==> config.mk <==
export PLATFORM = sky130hd
export DESIGN_NAME = byte_stream_pattern_finder
export DESIGN_NICKNAME = d
export VERILOG_FILES = /design/src/sv/bspf_pkg.sv /design/src/sv/bspf_cell.sv /design/src/sv/byte_stream_pattern_finder.sv
export SDC_FILE = /design/constraint.sdc
export NUM_CORES = 1
export LEC_CHECK = 0
export ABC_AREA = 1
export BUFFER_PORTS_ARGS = -buffer_cell sky130_fd_sc_hd__buf_4
export CAP_MARGIN = 20
export CORE_MARGIN = 3
export CORE_UTILIZATION = 40
export CTS_BUF_LIST = sky130_fd_sc_hd__clkbuf_8
export CTS_CLUSTER_DIAMETER = 120
export DETAILED_ROUTE_END_ITERATION = 7
export PLACE_DENSITY = 0.69
export SKIP_CTS_REPAIR_TIMING = 1
export SLEW_MARGIN = 20
export SYNTH_ARGS = -nofsm -noshare
export SYNTH_HDL_FRONTEND = slang
export SYNTH_HIERARCHICAL = 1
export SYNTH_SLANG_ARGS = --single-unit
==> constraint.sdc <==
create_clock -name clk -period 4.1 [get_ports clk]
set_input_delay 0.41 -clock clk [delete_from_list [all_inputs] [get_ports clk]]
set_output_delay 0.41 -clock clk [all_outputs]
set_load 0.02 [all_outputs]
==> src/sv/bspf_pkg.sv <==
// ----------------------------------------------------------------------------
// bspf_pkg: shared types and constants of the byte stream pattern finder
// Holds configuration register indexes, port widths and the per-cell flags.
// ----------------------------------------------------------------------------
package bspf_pkg;

  // Configuration register indexes.
  localparam logic [1:0] REG_MATCH_MODE    = 2'd0;
  localparam logic [1:0] REG_SEARCH_LAST   = 2'd1;
  localparam logic [1:0] REG_PATTERN_BYTES = 2'd2;
  localparam logic [1:0] REG_PATTERN_COUNT = 2'd3;

  localparam int CFG_IDX_W  = 2;
  localparam int CFG_DATA_W = 64;
  localparam int COUNT_W    = 4;
  localparam int OFFSET_W   = 17;
  localparam int OUT_DATA_W = 24;

  // Compare results one cell reports to the control logic.
  typedef struct packed {
    logic sub_eq;   // window byte equals its pattern byte
    logic set_eq;   // incoming byte equals this cell's set byte
  } cell_flags_t;

endpackage

==> src/sv/bspf_cell.sv <==
// ----------------------------------------------------------------------------
// bspf_cell: one stage of the byte window
// Holds one window byte and passes it on when shifting is enabled. Compares the
// byte entering it to its substring byte, and the stream byte to its set byte.
// ----------------------------------------------------------------------------
module bspf_cell (
  input  logic                 clk,
  input  logic                 rst_n,
  input  logic                 shift_en,
  input  logic                 clear,
  input  logic [7:0]           byte_in,
  input  logic [7:0]           in_byte,
  input  logic [7:0]           sub_pat,
  input  logic [7:0]           set_pat,
  output logic [7:0]           byte_out,
  output bspf_pkg::cell_flags_t flags
);

  logic [7:0] byte_r;
  logic [7:0] byte_nxt;

  always_comb begin
    byte_nxt = byte_r;
    if (clear) begin
      byte_nxt = 8'h00;
    end else if (shift_en) begin
      byte_nxt = byte_in;
    end
  end

  always_ff @(posedge clk) begin
    if (!rst_n) begin
      byte_r <= 8'h00;
    end else begin
      byte_r <= byte_nxt;
    end
  end

  // The substring compare looks at the window as it stands after this word.
  assign flags.sub_eq = (byte_in == sub_pat);
  assign flags.set_eq = (in_byte == set_pat);
  assign byte_out     = byte_r;

endmodule

==> src/sv/byte_stream_pattern_finder.sv <==
// ----------------------------------------------------------------------------
// byte_stream_pattern_finder: first or last match of a pattern in a byte range
// Searches a byte stream for a substring of up to eight bytes or any byte of
// a set of up to eight bytes, and reports one result per range.
// ----------------------------------------------------------------------------
// Usage:
//   The input stream carries one byte per word; in_tlast marks the final byte
//   of a range. At that word a single result word is produced: found flag,
//   overflow flag and the start offset of the first or last match.
//   Configuration is written through cfg_wr_en / cfg_index / cfg_wdata while
//   no range is in progress.
// Throughput and output timing:
//   One byte is taken per cycle while the output register is not stalled. The
//   result is registered and appears on the output in the cycle after the last
//   byte of its range is accepted. The window is a row of MAX_PATTERN cells
//   that all compare in parallel, so pattern length does not slow the stream.
// Reset and stalls:
//   Reset clears the window, the range counters and the output valid flag and
//   loads the default configuration (substring mode, first match, length 1).
//   While a result waits on a stalled receiver, the next byte is still taken
//   only if the output register is freed in the same cycle.
// ----------------------------------------------------------------------------
module byte_stream_pattern_finder #(
  parameter int MAX_PATTERN = 8,
  parameter int MAX_RANGE   = 65536
) (
  input  logic                              clk,
  input  logic                              rst_n,
  // Input stream.
  input  logic                              in_tvalid,
  output logic                              in_tready,
  input  logic [7:0]                        in_tdata,   // [7:0] data_byte
  input  logic                              in_tlast,   // range_end
  // Result stream.
  output logic                              out_tvalid,
  input  logic                              out_tready,
  output logic [bspf_pkg::OUT_DATA_W-1:0]   out_tdata,  // [16:0] match_offset
  output logic [1:0]                        out_tuser,  // [0] found, [1] overflow
  // Configuration port.
  input  logic                              cfg_wr_en,
  input  logic [bspf_pkg::CFG_IDX_W-1:0]    cfg_index,
  input  logic [bspf_pkg::CFG_DATA_W-1:0]   cfg_wdata
);

  localparam int CW = $clog2(MAX_RANGE + 1);
  localparam int OW = (CW > bspf_pkg::OFFSET_W) ? CW : bspf_pkg::OFFSET_W;

  // Configuration registers.
  logic                               match_mode_r;
  logic                               search_last_r;
  logic [bspf_pkg::CFG_DATA_W-1:0]    pattern_bytes_r;
  logic [bspf_pkg::COUNT_W-1:0]       pattern_count_r;

  always_ff @(posedge clk) begin
    if (!rst_n) begin
      match_mode_r    <= 1'b0;
      search_last_r   <= 1'b0;
      pattern_bytes_r <= '0;
      pattern_count_r <= bspf_pkg::COUNT_W'(1);
    end else if (cfg_wr_en) begin
      unique case (cfg_index)
        bspf_pkg::REG_MATCH_MODE:    match_mode_r    <= cfg_wdata[0];
        bspf_pkg::REG_SEARCH_LAST:   search_last_r   <= cfg_wdata[0];
        bspf_pkg::REG_PATTERN_BYTES: pattern_bytes_r <= cfg_wdata;
        bspf_pkg::REG_PATTERN_COUNT:
          pattern_count_r <= cfg_wdata[bspf_pkg::COUNT_W-1:0];
        default: ;
      endcase
    end
  end

  // Range state.
  logic [CW-1:0] bytes_seen_r, bytes_seen_nxt;
  logic          have_match_r, have_match_nxt;
  logic [CW-1:0] best_offset_r, best_offset_nxt;
  logic          saturated_r, saturated_nxt;

  // Output register.
  logic                         out_valid_r, out_valid_nxt;
  logic                         out_found_r, out_found_nxt;
  logic                         out_ovf_r, out_ovf_nxt;
  logic [bspf_pkg::OFFSET_W-1:0] out_offset_r, out_offset_nxt;

  logic                         accept;
  logic                         sat_now;
  logic                         shift_en;
  logic                         clear;
  logic [bspf_pkg::COUNT_W-1:0] n_eff;
  logic [CW:0]                  pos_p1;
  logic [CW:0]                  n_ext;
  logic [CW-1:0]                sub_start;
  logic                         sub_all_eq;
  logic                         set_hit;
  logic                         match_ok;
  logic [CW-1:0]                match_start;
  logic                         res_found;
  logic [CW-1:0]                res_off;
  logic [OW-1:0]                res_off_ext;

  logic [7:0]            win   [MAX_PATTERN];
  bspf_pkg::cell_flags_t flags [MAX_PATTERN];
  logic [MAX_PATTERN-1:0] sub_ok;
  logic [MAX_PATTERN-1:0] set_ok;

  assign in_tready = !out_valid_r || out_tready;
  assign accept    = in_tvalid && in_tready;
  assign sat_now   = (bytes_seen_r >= CW'(MAX_RANGE));
  assign shift_en  = accept && !sat_now;
  assign clear     = accept && in_tlast;

  assign n_eff = (pattern_count_r > bspf_pkg::COUNT_W'(MAX_PATTERN)) ?
                 bspf_pkg::COUNT_W'(MAX_PATTERN) : pattern_count_r;

  // Row of window cells; cell 0 holds the newest byte.
  for (genvar k = 0; k < MAX_PATTERN; k++) begin : g_cell
    logic [7:0] byte_in;
    logic [2:0] sub_idx;
    logic [7:0] sub_pat;

    if (k == 0) begin : g_head
      assign byte_in = in_tdata;
    end else begin : g_body
      assign byte_in = win[k-1];
    end

    // Window byte k lines up with pattern byte n-1-k.
    assign sub_idx = 3'(n_eff - bspf_pkg::COUNT_W'(k + 1));
    assign sub_pat = pattern_bytes_r[{sub_idx, 3'b000} +: 8];

    bspf_cell u_cell (
      .clk      (clk),
      .rst_n    (rst_n),
      .shift_en (shift_en),
      .clear    (clear),
      .byte_in  (byte_in),
      .in_byte  (in_tdata),
      .sub_pat  (sub_pat),
      .set_pat  (pattern_bytes_r[k*8 +: 8]),
      .byte_out (win[k]),
      .flags    (flags[k])
    );

    assign sub_ok[k] = (bspf_pkg::COUNT_W'(k) >= n_eff) || flags[k].sub_eq;
    assign set_ok[k] = (bspf_pkg::COUNT_W'(k) <  n_eff) && flags[k].set_eq;
  end

  assign pos_p1    = {1'b0, bytes_seen_r} + {{CW{1'b0}}, 1'b1};
  assign n_ext     = (CW+1)'(n_eff);
  assign sub_start = CW'(pos_p1 - n_ext);
  assign sub_all_eq = (n_eff != '0) && (pos_p1 >= n_ext) && (&sub_ok);
  assign set_hit    = |set_ok;
  assign match_ok   = match_mode_r ? set_hit : sub_all_eq;
  assign match_start = match_mode_r ? bytes_seen_r : sub_start;

  always_comb begin
    bytes_seen_nxt  = bytes_seen_r;
    have_match_nxt  = have_match_r;
    best_offset_nxt = best_offset_r;
    saturated_nxt   = saturated_r;
    res_found       = 1'b0;
    res_off         = '0;

    if (accept) begin
      if (sat_now) begin
        saturated_nxt = 1'b1;
      end else begin
        bytes_seen_nxt = CW'(pos_p1);
        if (match_ok && (!have_match_r || search_last_r)) begin
          have_match_nxt  = 1'b1;
          best_offset_nxt = match_start;
        end
      end
    end

    res_found = have_match_nxt;
    res_off   = have_match_nxt ? best_offset_nxt : '0;
    // An empty substring matches at the range start or just past its end.
    if (!match_mode_r && (n_eff == '0)) begin
      res_found = 1'b1;
      res_off   = search_last_r ? bytes_seen_nxt : '0;
    end

    if (clear) begin
      bytes_seen_nxt  = '0;
      have_match_nxt  = 1'b0;
      best_offset_nxt = '0;
      saturated_nxt   = 1'b0;
    end
  end

  assign res_off_ext = OW'(res_off);

  always_comb begin
    out_valid_nxt  = out_valid_r;
    out_found_nxt  = out_found_r;
    out_ovf_nxt    = out_ovf_r;
    out_offset_nxt = out_offset_r;
    if (clear) begin
      out_valid_nxt  = 1'b1;
      out_found_nxt  = res_found;
      out_ovf_nxt    = saturated_r || sat_now;
      out_offset_nxt = res_off_ext[bspf_pkg::OFFSET_W-1:0];
    end else if (out_tready) begin
      out_valid_nxt = 1'b0;
    end
  end

  always_ff @(posedge clk) begin
    if (!rst_n) begin
      bytes_seen_r  <= '0;
      have_match_r  <= 1'b0;
      best_offset_r <= '0;
      saturated_r   <= 1'b0;
      out_valid_r   <= 1'b0;
    end else begin
      bytes_seen_r  <= bytes_seen_nxt;
      have_match_r  <= have_match_nxt;
      best_offset_r <= best_offset_nxt;
      saturated_r   <= saturated_nxt;
      out_valid_r   <= out_valid_nxt;
    end
  end

  always_ff @(posedge clk) begin
    out_found_r  <= out_found_nxt;
    out_ovf_r    <= out_ovf_nxt;
    out_offset_r <= out_offset_nxt;
  end

  assign out_tvalid = out_valid_r;
  assign out_tdata  = bspf_pkg::OUT_DATA_W'(out_offset_r);
  assign out_tuser  = {out_ovf_r, out_found_r};

  // A waiting result blocks new bytes unless it is taken this cycle.
  a_stall_blocks_input: assert property (@(posedge clk) disable iff (!rst_n)
    (out_valid_r && !out_tready) |-> !in_tready)
    else $error("input accepted while result register is stalled");

  // The last byte of a range always leaves clean range state behind.
  a_range_cleared: assert property (@(posedge clk) disable iff (!rst_n)
    (in_tvalid && in_tready && in_tlast) |=>
      (bytes_seen_r == '0) && !have_match_r && !saturated_r && out_valid_r)
    else $error("range state not cleared after last byte");

  a_count_bounded: assert property (@(posedge clk) disable iff (!rst_n)
    bytes_seen_r <= CW'(MAX_RANGE))
    else $error("byte counter ran past its limit");

  a_saturated_at_limit: assert property (@(posedge clk) disable iff (!rst_n)
    saturated_r |-> (bytes_seen_r == CW'(MAX_RANGE)))
    else $error("overflow flag set below the range limit");

  a_offset_zero_when_missing: assert property (@(posedge clk) disable iff (!rst_n)
    (out_valid_r && !out_found_r) |-> (out_offset_r == '0))
    else $error("nonzero offset reported without a match");

endmodule

==> results of run 1 <==
[flip-flops by register name, summed over array words and instances, names as in the netlist, 4 cells and up]
name	count
best_offset_r	17
pattern_bytes_r	64
bytes_seen_r	17
out_offset_r	17
g_cell.u_cell/byte_out	56
pattern_count_r	4
[per-stage QoR]
| step | cells | instance area (um^2) |
|---|---|---|
| 4_1_cts | 2812 | 14600 |
| 3_3_place_gp | 2780 | 14200 |
| 2_1_floorplan | 2307 | 13100 |
| 5_1_grt | 2814 | 14700 |
| 3_5_place_dp | 2780 | 14200 |
| 6_report | 2814 | 14700 |
[layout make-up]
class,instances,area (um^2)
flip-flops and latches,182,3830
repair inverters,1,7.51
repair buffers,129,1040
clock buffers,17,234
multi-input cells,1649,7410
clock inverters,15,185
fillers,3427,17200
well taps,435,544
inverters,386,1460
[worst register-to-register path, cell delays in order, from the launching register on]
cell and delay [ns]:
dfxtp_2 0.38, nor2_2 0.14, inv_2 0.11, ha_1 0.33
inv_1 0.08, buf_12 0.17, o21ai_0 0.38, nand2_1 0.08
o21ai_0 0.14, inv_1 0.08, nand2_1 0.06, nand2_1 0.05
nor2_1 0.11, nand2_1 0.06, nor2_1 0.07, o21ai_0 0.10
o21a_1 0.13, nor4_2 0.36, nand2_2 0.14, nand2_4 0.09
nand2_4 0.10, nand2_1 0.10, nand2_2 0.08, buf_4 0.14
o21ai_0 0.19
[where the power goes]
group	total [mW]	leakage, nW	internal (mW)	switching (mW)
clock network	1.32	0.216	0.523	0.800
registers	1.95	1.51	1.87	0.0797
logic	1.42	5.64	0.474	0.950
total	4.70	7.37	2.87	1.83
[placed cells by master (no fill, tap or decap), types with 7 or more instances in the layout]
| cell | count |
|---|---|
| inv_1 | 383 |
| conb_1 | 7 |
| or2_2 | 12 |
| o21ai_0 | 222 |
| nand3_1 | 36 |
| nor2_1 | 337 |
| nand2_1 | 758 |
| dfxtp_1 | 162 |
| a21oi_1 | 87 |
| nand2_2 | 7 |
| nand2_4 | 10 |
| o21ai_1 | 19 |
| buf_4 | 124 |
| edfxtp_1 | 19 |
| ha_1 | 12 |
| o21a_1 | 43 |
| clkbuf_8 | 17 |
| nor2_2 | 17 |
| a211oi_1 | 36 |
[path summary, 6_finish.rpt]
kind / startpoint / endpoint / slack (ns)
worst min-delay path: cfg_wdata[34] / pattern_bytes_r[34] / 0.10
worst min register to register: saturated_r / saturated_r / 0.47
worst max-delay path: pattern_count_r[3] / out_offset_r[10] / 0.27
worst max register to register: pattern_count_r[3] / out_offset_r[10] / 0.27
[metal layers]
metal	part of all wire (%)	wire length, um
met3	7.6	3160
met1	47	19600
met4	2.1	892
met2	43	18100
met5	0	0
==> key figures, run 1 <==
Global route
  • Vias in the first global route: 12,400
  • GRT met2 Usage: 36.4%
  • Routing usage on met3: 5.13%
  • GRT Total Usage: 23.5%
  • Number of antenna violations at the first check in global routing: 1
  • Grt ovf: 0
  • Most Used Layer, Global Route: met2
  • Met1 usage: 32.9%
  • Largest net degree at the start of global routing: 114
  • First-pass GRT wire length: 65.4 mm

Clock network
  • CTS buffer count: 17
  • H-tree depth: 4
  • Reg clk slew, reported paths: 0.11 ns
  • Clock latency on the worst-skew pair: 0.52 ns
  • Clock Sink Count: 182
  • CTS tree: done
  • Max Root-Sink Buffers: 2
  • Root Driver: clkbuf_8

Floorplanning
  • Core area: 31,900 um^2
  • Initial core utilization: 41.1%
  • Die width: 187 um
  • Die ar.: 35,000 um^2
  • Site Rows: 65
  • Die span in y: 187 um
  • I/O pin cnt: 108

Power
  • P_leak: 7.37 nW
  • Worst IR Drop VDD: 0.000305 V
  • Cell area power density: 319 nW/um^2
  • Total power draw: 4.70 mW

Drt
  • Antenna Violating Nets Remaining: 0
  • Drt first pass iters: 5
  • # DRC: 0
  • Drt wl/cell: 14.8 um
  • Drt via density: 4.91
  • Via count: 13,800
  • Total Wirelength: 41.8 mm
  • Drt initial violations: 1,283

STA
  • Slew Limit Fails: 0
  • Slew @ Worst Pin: 1.09 ns
  • Worst relative slew slack: 27.6%
  • Final Cycle Share: 93.3%
  • Setup ws final: 0.274 ns
  • Final Hold Fails: 0
  • Final clock skew: 0.0253 ns
  • Fin Hold WS: 0.104 ns
  • Setup TNS: 0 ns
  • Minimum clock period: 3.83 ns
  • Final setup viols: 0
  • Fmax: 0.261 GHz

Critical path
  • Most Frequent Cell on Critical Path: nand2_1
  • Worst path slowest cell: dfxtp_2
  • Reg2reg path depth: 24
  • CP Buf/Inv Count: 5
  • Slowest stage delay, CP: 0.38 ns
  • Arrival @ worst endpoint: 4.17 ns
  • Worst-path fanout max: 40
  • Crit. End Element: flop
  • Startpoint Class: flop
  • WS Path Type: reg -> reg
  • Critical Path RT: 4.44 ns
  • CP top delay family: simple AND/OR/NAND/NOR gates
  • CP Depth: 24
  • CP cell instances: nor2_2, inv_2, ha_1, inv_1, buf_12, o21ai_0, nand2_1, o21ai_0, inv_1, nand2_1, nand2_1, nor2_1, nand2_1, nor2_1, o21ai_0, o21a_1, nor4_2, nand2_2, nand2_4, nand2_4, nand2_1, nand2_2, buf_4, o21ai_0

Logic synthesis
  • Syn Std Cell Area: 13,100 um^2
  • Average size of a mapped cell: 5.69 um^2
  • Cell count after synthesis: 2,301
  • Synthesis Warnings: 6

Hold path
  • Hold path depth: 3
  • Hold Path Class: in -> reg

Finish
  • Layout cells sized above 1: 9.33%
  • Ant diodes: 0
  • Area grow syn2layout: 12.4%
  • Utilization after layout: 46.2%
  • Final #Nets: 2,459

Placement
  • GP Congestion: 0.951
  • Input/output buffers: 100
  • DP Wirelength: 32.2 mm
  • Place WS: 0.00456 ns

Outcome
  • Outcome: completed

Flow run
  • Max Cap Viol: 0
Note: power is estimated with default switching activity, not from simulation.
==> inputs of run 2 (changes only) <==
- clock period: 4.1 -> 3.2 ns (I/O delays scaled with it)
==> key figures, run 2 (same netlist as run 1, synthesis figures left out) <==
Drt
  • Drt wl/cell: 14.6 um
  • # DRC: 0
  • Top Layer Used: met4
  • Met2 WL: 18.4 mm
  • Drt initial violations: 1,151
  • Drt first pass iters: 5
  • Total Wirelength: 42.6 mm
  • Routed met1 length: 20.0 mm
  • WL met3: 2.70 mm
  • Via count: 14,100
  • Antenna Violating Nets Remaining: 0
  • Drt via density: 4.84

Power
  • Psw: 2.41 mW
  • Cell area power density: 395 nW/um^2
  • Worst IR Drop VDD: 0.000325 V
  • P_leak: 7.87 nW
  • Clk network pwr share: 26.0%
  • Sw Share: 39.0%
  • Int Pwr: 3.76 mW
  • Seq pwr share: 40.4%
  • Gate power share: 33.6%

Finish
  • Fillers: 3,315
  • Commonest non-fill, non-tap cell in the layout: nand2_1
  • Area grow syn2layout: 19.4%
  • Utilization after layout: 49.0%
  • Layout Cells excl Fill: 2,910
  • Layout cells sized above 1: 13.8%
  • Register area: 3830 um^2
  • Largest reg by FF count: pattern_bytes_r
  • Max reg flops: 64
  • Final #Nets: 2,555
  • Area of the multi-input gates: 7540 um^2
  • Commonest non-fill, non-tap cells in the layout: nand2_1, inv_1, nor2_1
  • Ant diodes: 0
  • Design area: 15,600 um^2

Global route
  • Largest net degree at the start of global routing: 69
  • Number of antenna violations at the first check in global routing: 0
  • Vias in the first global route: 12,400
  • First-pass GRT wire length: 65.9 mm
  • GRT Total Usage: 23.7%
  • Grt ovf: 0

Clock network
  • CTS tree: done
  • Reg clk slew, reported paths: 0.12 ns
  • Root Driver: clkbuf_8
  • Clock latency on the worst-skew pair: 0.51 ns
  • Max Root-Sink Buffers: 2
  • CTS buffer count: 17
  • Clock Sink Count: 182
  • H-tree depth: 4

Floorplanning
  • I/O pin cnt: 108
  • Die width: 187 um
  • Initial core utilization: 41.1%
  • Die ar.: 35,000 um^2
  • Site Rows: 65
  • Core area: 31,900 um^2
  • Die span in y: 187 um

Critical path
  • WS Path Type: reg -> reg
  • Worst-path fanout max: 21
  • Worst r2r src: pattern_count_r[3]
  • Startpoint Class: flop
  • Worst Setup SP: pattern_count_r[3]
  • Crit. End Element: flop
  • Arrival @ worst endpoint: 3.99 ns
  • Critical Path RT: 3.46 ns

STA
  • Fmax: 0.268 GHz
  • Final clock skew: 0.0247 ns
  • Minimum clock period: 3.73 ns
  • Final Hold Fails: 0
  • Final Cycle Share: 117%
  • Slew Limit Fails: 0
  • Unrepaired setup endpoints after global routing: yes
  • Worst relative slew slack: 55.3%
  • Setup ws final: -0.531 ns
  • Final setup viols: 36
  • Slew @ Worst Pin: 0.670 ns

Hold path
  • Hold Crit Start: cfg_wdata[4]
  • Hold Path Class: in -> reg

Flow run
  • Max Cap Viol: 0

Placement
  • DP Wirelength: 33.1 mm
  • Dpl cell area: 15,000 um^2
  • GP Congestion: 0.918
  • Input/output buffers: 100
  • Dpl cells: 2,872

Outcome
  • Outcome: finished with violations
  • Failing checks: setup timing
[run 2: cell count changes in the layout (fill, tap and decap cells not counted), sizes merged]
cell,change
clkbuf,+1
inv,+1
bufinv,-1
buf,+95
[run 2: metrics by stage]
step | TNS, ns | worst slack, ns | power (mW) | hold slack (ns)
floorplan | -4.88 | -0.292 | 3.79 | 0.431
global placement | -16.40 | -0.567 | 4.46 | 0.442
detailed placement | -17.62 | -0.603 | 4.49 | 0.465
CTS | -19.08 | -0.636 | 6.10 | -0.00790
global route | -19.74 | -0.656 | 6.54 | 0.00923
finish | -14.93 | -0.531 | 6.17 | 0.0277
[run 2: metal layers]
metal / global-route usage [%] / up-vias
li1: - / 7360
met3: 3.45 / 65
met5: 0 / -
met1: 33.1 / 6173
met2: 37.0 / 484
met4: 8.78 / 0
[run 2: worst max-delay path, stage by stage, from the launching register on]
cell      delay [ns]
dfxtp_2         0.37
nor2_4          0.15
inv_4           0.11
ha_4            0.30
buf_12          0.16
o21ai_0         0.47
o21ai_0         0.22
nand2_1         0.11
nand2_1         0.05
nor2_1          0.08
nand2_1         0.07
nor2_2          0.13
o21ai_0         0.09
o21a_1          0.14
nor4_4          0.31
nand2_2         0.14
a21oi_1         0.16
buf_4           0.20
nand2_1         0.08
nand2_2         0.08
o21bai_2        0.06
[run 2: power by group through the flow]
stage               Clock, mW  Sequential [mW]  Combinational [mW]
global placement            0             2.54                1.93
CTS                      1.65             2.49                1.96
detailed placement          0             2.54                1.95
floorplan                   0             2.53                1.26
finish                   1.60             2.49                2.08
global route             1.73             2.51                2.31
[run 2: path summary, 6_finish.rpt]
path                   endpoint  slack, ns  cells after the start
min          pattern_bytes_r[4]       0.03                      3
max            out_offset_r[16]      -0.53                     20
max reg2reg    out_offset_r[16]      -0.53                     20
min reg2reg         saturated_r       0.48                      2
[run 2: layout make-up]
class | instances | area share [%]
Tap cell | 435 | 3.48
Timing Repair Buffer | 225 | 11.8
Multi-Input combinational cell | 1649 | 48.2
Inverter | 386 | 9.39
Timing Repair inverter | 1 | 0.0480
Clock buffer | 17 | 1.50
Clock inverter | 15 | 1.02
Sequential cell | 182 | 24.5
==> inputs of run 3 (changes only) <==
==> constraint.sdc (replaced) <==
create_clock -name clk -period 3.2 [get_ports clk]
set_input_delay 0.16 -clock clk [delete_from_list [all_inputs] [get_ports clk]]
set_output_delay 0.16 -clock clk [all_outputs]
set_load 0.02 [all_outputs]
==> key figures, run 3 (same netlist as run 1, synthesis figures left out) <==
STA
  • Unrepaired setup endpoints after global routing: yes
  • Final setup viols: 36
  • Final clock skew: 0.0273 ns
  • Slew @ Worst Pin: 0.837 ns
  • Worst relative slew slack: 44.2%
  • Final Hold Fails: 2
  • Slew Limit Fails: 0
  • Fmax: 0.268 GHz
  • Setup ws final: -0.531 ns
  • Final Cycle Share: 117%
  • Fin Hold WS: -0.0216 ns
  • Minimum clock period: 3.73 ns

Drt
  • Met2 WL: 19.9 mm
  • WL met3: 3.15 mm
  • Drt first pass iters: 7
  • Via count: 14,700
  • Top Layer Used: met4
  • Drt wl/cell: 14.9 um
  • Routed met1 length: 20.0 mm
  • # DRC: 0
  • Antenna Violating Nets Remaining: 0
  • Total Wirelength: 44.4 mm
  • Drt via density: 4.93
  • Drt initial violations: 1,226

Critical path
  • Worst-path fanout max: 10
  • WS Path Type: reg -> reg
  • Critical Path RT: 3.50 ns
  • RR Endpoint: out_offset_r[7]
  • Flop2flop setup slack: -0.53 ns
  • Crit. End Element: flop
  • Startpoint Class: flop
  • Reg2reg path depth: 25
  • Arrival @ worst endpoint: 4.03 ns
  • Worst r2r src: pattern_count_r[3]
  • Worst path slowest cell: dfxtp_4
  • Most Frequent Cell on Critical Path: nand2_1
  • Slowest stage delay, CP: 0.39 ns

Finish
  • Commonest non-fill, non-tap cells in the layout: nand2_1, inv_1, nor2_1
  • Layout cells sized above 1: 15.2%
  • Final #Nets: 2,627
  • Commonest non-fill, non-tap cell in the layout: nand2_1
  • Design area: 16,600 um^2
  • Ant diodes: 0
  • Max reg flops: 64
  • Area grow syn2layout: 26.4%
  • Largest reg by FF count: pattern_bytes_r

Outcome
  • Outcome: finished with violations
  • Failing checks: hold timing, setup timing

Flow run
  • Max Cap Viol: 0

Clock network
  • Reg clk slew, reported paths: 0.12 ns
  • CTS buffer count: 17
  • Max Root-Sink Buffers: 2
  • Clock latency on the worst-skew pair: 0.53 ns
  • H-tree depth: 4
  • Root Driver: clkbuf_8
  • CTS tree: done
  • Clock Sink Count: 182

Placement
  • DP Wirelength: 33.5 mm
  • Input/output buffers: 100
  • GP Congestion: 0.921
  • Dpl cell area: 15,000 um^2
  • Place WS: -0.626 ns

Hold path
  • Hold Crit Start: cfg_wdata[40]
  • Hold path endpoint: pattern_bytes_r[40]
  • Hold Path Class: in -> reg
  • Hold path depth: 3

Global route
  • Vias in the first global route: 12,400
  • Number of antenna violations at the first check in global routing: 0
  • GRT Total Usage: 23.8%
  • Largest net degree at the start of global routing: 66
  • Grt ovf: 0
  • First-pass GRT wire length: 66.4 mm

Floorplanning
  • I/O pin cnt: 108
  • Die ar.: 35,000 um^2
  • Die span in y: 187 um
  • Initial core utilization: 41.1%
  • Site Rows: 65
  • Die width: 187 um
  • Core area: 31,900 um^2

Power
  • Total power draw: 6.36 mW
  • Worst IR Drop VDD: 0.000332 V
  • Cell area power density: 384 nW/um^2
  • P_leak: 8.24 nW
==> run 3: cell count changes in the layout (fill, tap and decap cells not counted), sizes merged <==
cell and delta:
dlygate4sd3 +62, nand2 +1, clkinv +1, buf +5, clkbuf +3
==> run 3: through the flow <==
stage | TNS (ns) | utilization (%) | cells
detailed placement | -17.62 | 47.1 | 2874
global placement | -16.77 | 47.1 | 2874
CTS | -18.84 | 48.3 | 2906
floorplan | -4.88 | - | 2307
global route | -20.36 | 51.9 | 2982
finish | -14.40 | 51.9 | 2982
==> run 3: report_power, final <==
group          internal, mW  switching (mW)  total, mW
clock network         0.581            1.02       1.60
logic                 0.884            1.38       2.27
registers              2.40          0.0923       2.49
==> run 3: critical path, delay by kind of cell (launching register included) <==
kind,cells,cell delay (ns)
adder cells (fa/ha/maj),1,0.31
flip-flops,1,0.39
AO/OA/AOI/OAI,4,0.50
buffers and inverters,5,0.68
AND/OR/NAND/NOR,15,1.63
==> run 3: final cells by class <==
class	count	area, um^2
Inverter	386	1480
Timing Repair Buffer	295	2610
Tap cell	435	544
Sequential cell	182	3840
Clock buffer	17	234
Multi-Input combinational cell	1650	7690
Timing Repair inverter	2	16.3
Fill cell	3217	15300
Clock inverter	15	154
==> run 3: metal layers <==
metal	GRT usage, %	up-vias
li1	-	7503
met1	33.0	6631
met2	37.6	504
met3	3.45	61
met4	8.69	0
met5	0	-
==> run 3: worst max path at each step <==
stage / start / end / slack, ns / cells past startpoint
floorplan: pattern_count_r[0] / out_offset_r[5] / -0.29 / 32
global placement: pattern_count_r[1] / out_offset_r[11] / -0.58 / 25
detailed placement: pattern_count_r[1] / out_offset_r[12] / -0.63 / 25
CTS: pattern_count_r[1] / out_offset_r[8] / -0.66 / 25
global route: pattern_count_r[3] / out_offset_r[16] / -0.68 / 25
finish: pattern_count_r[3] / out_offset_r[7] / -0.53 / 25
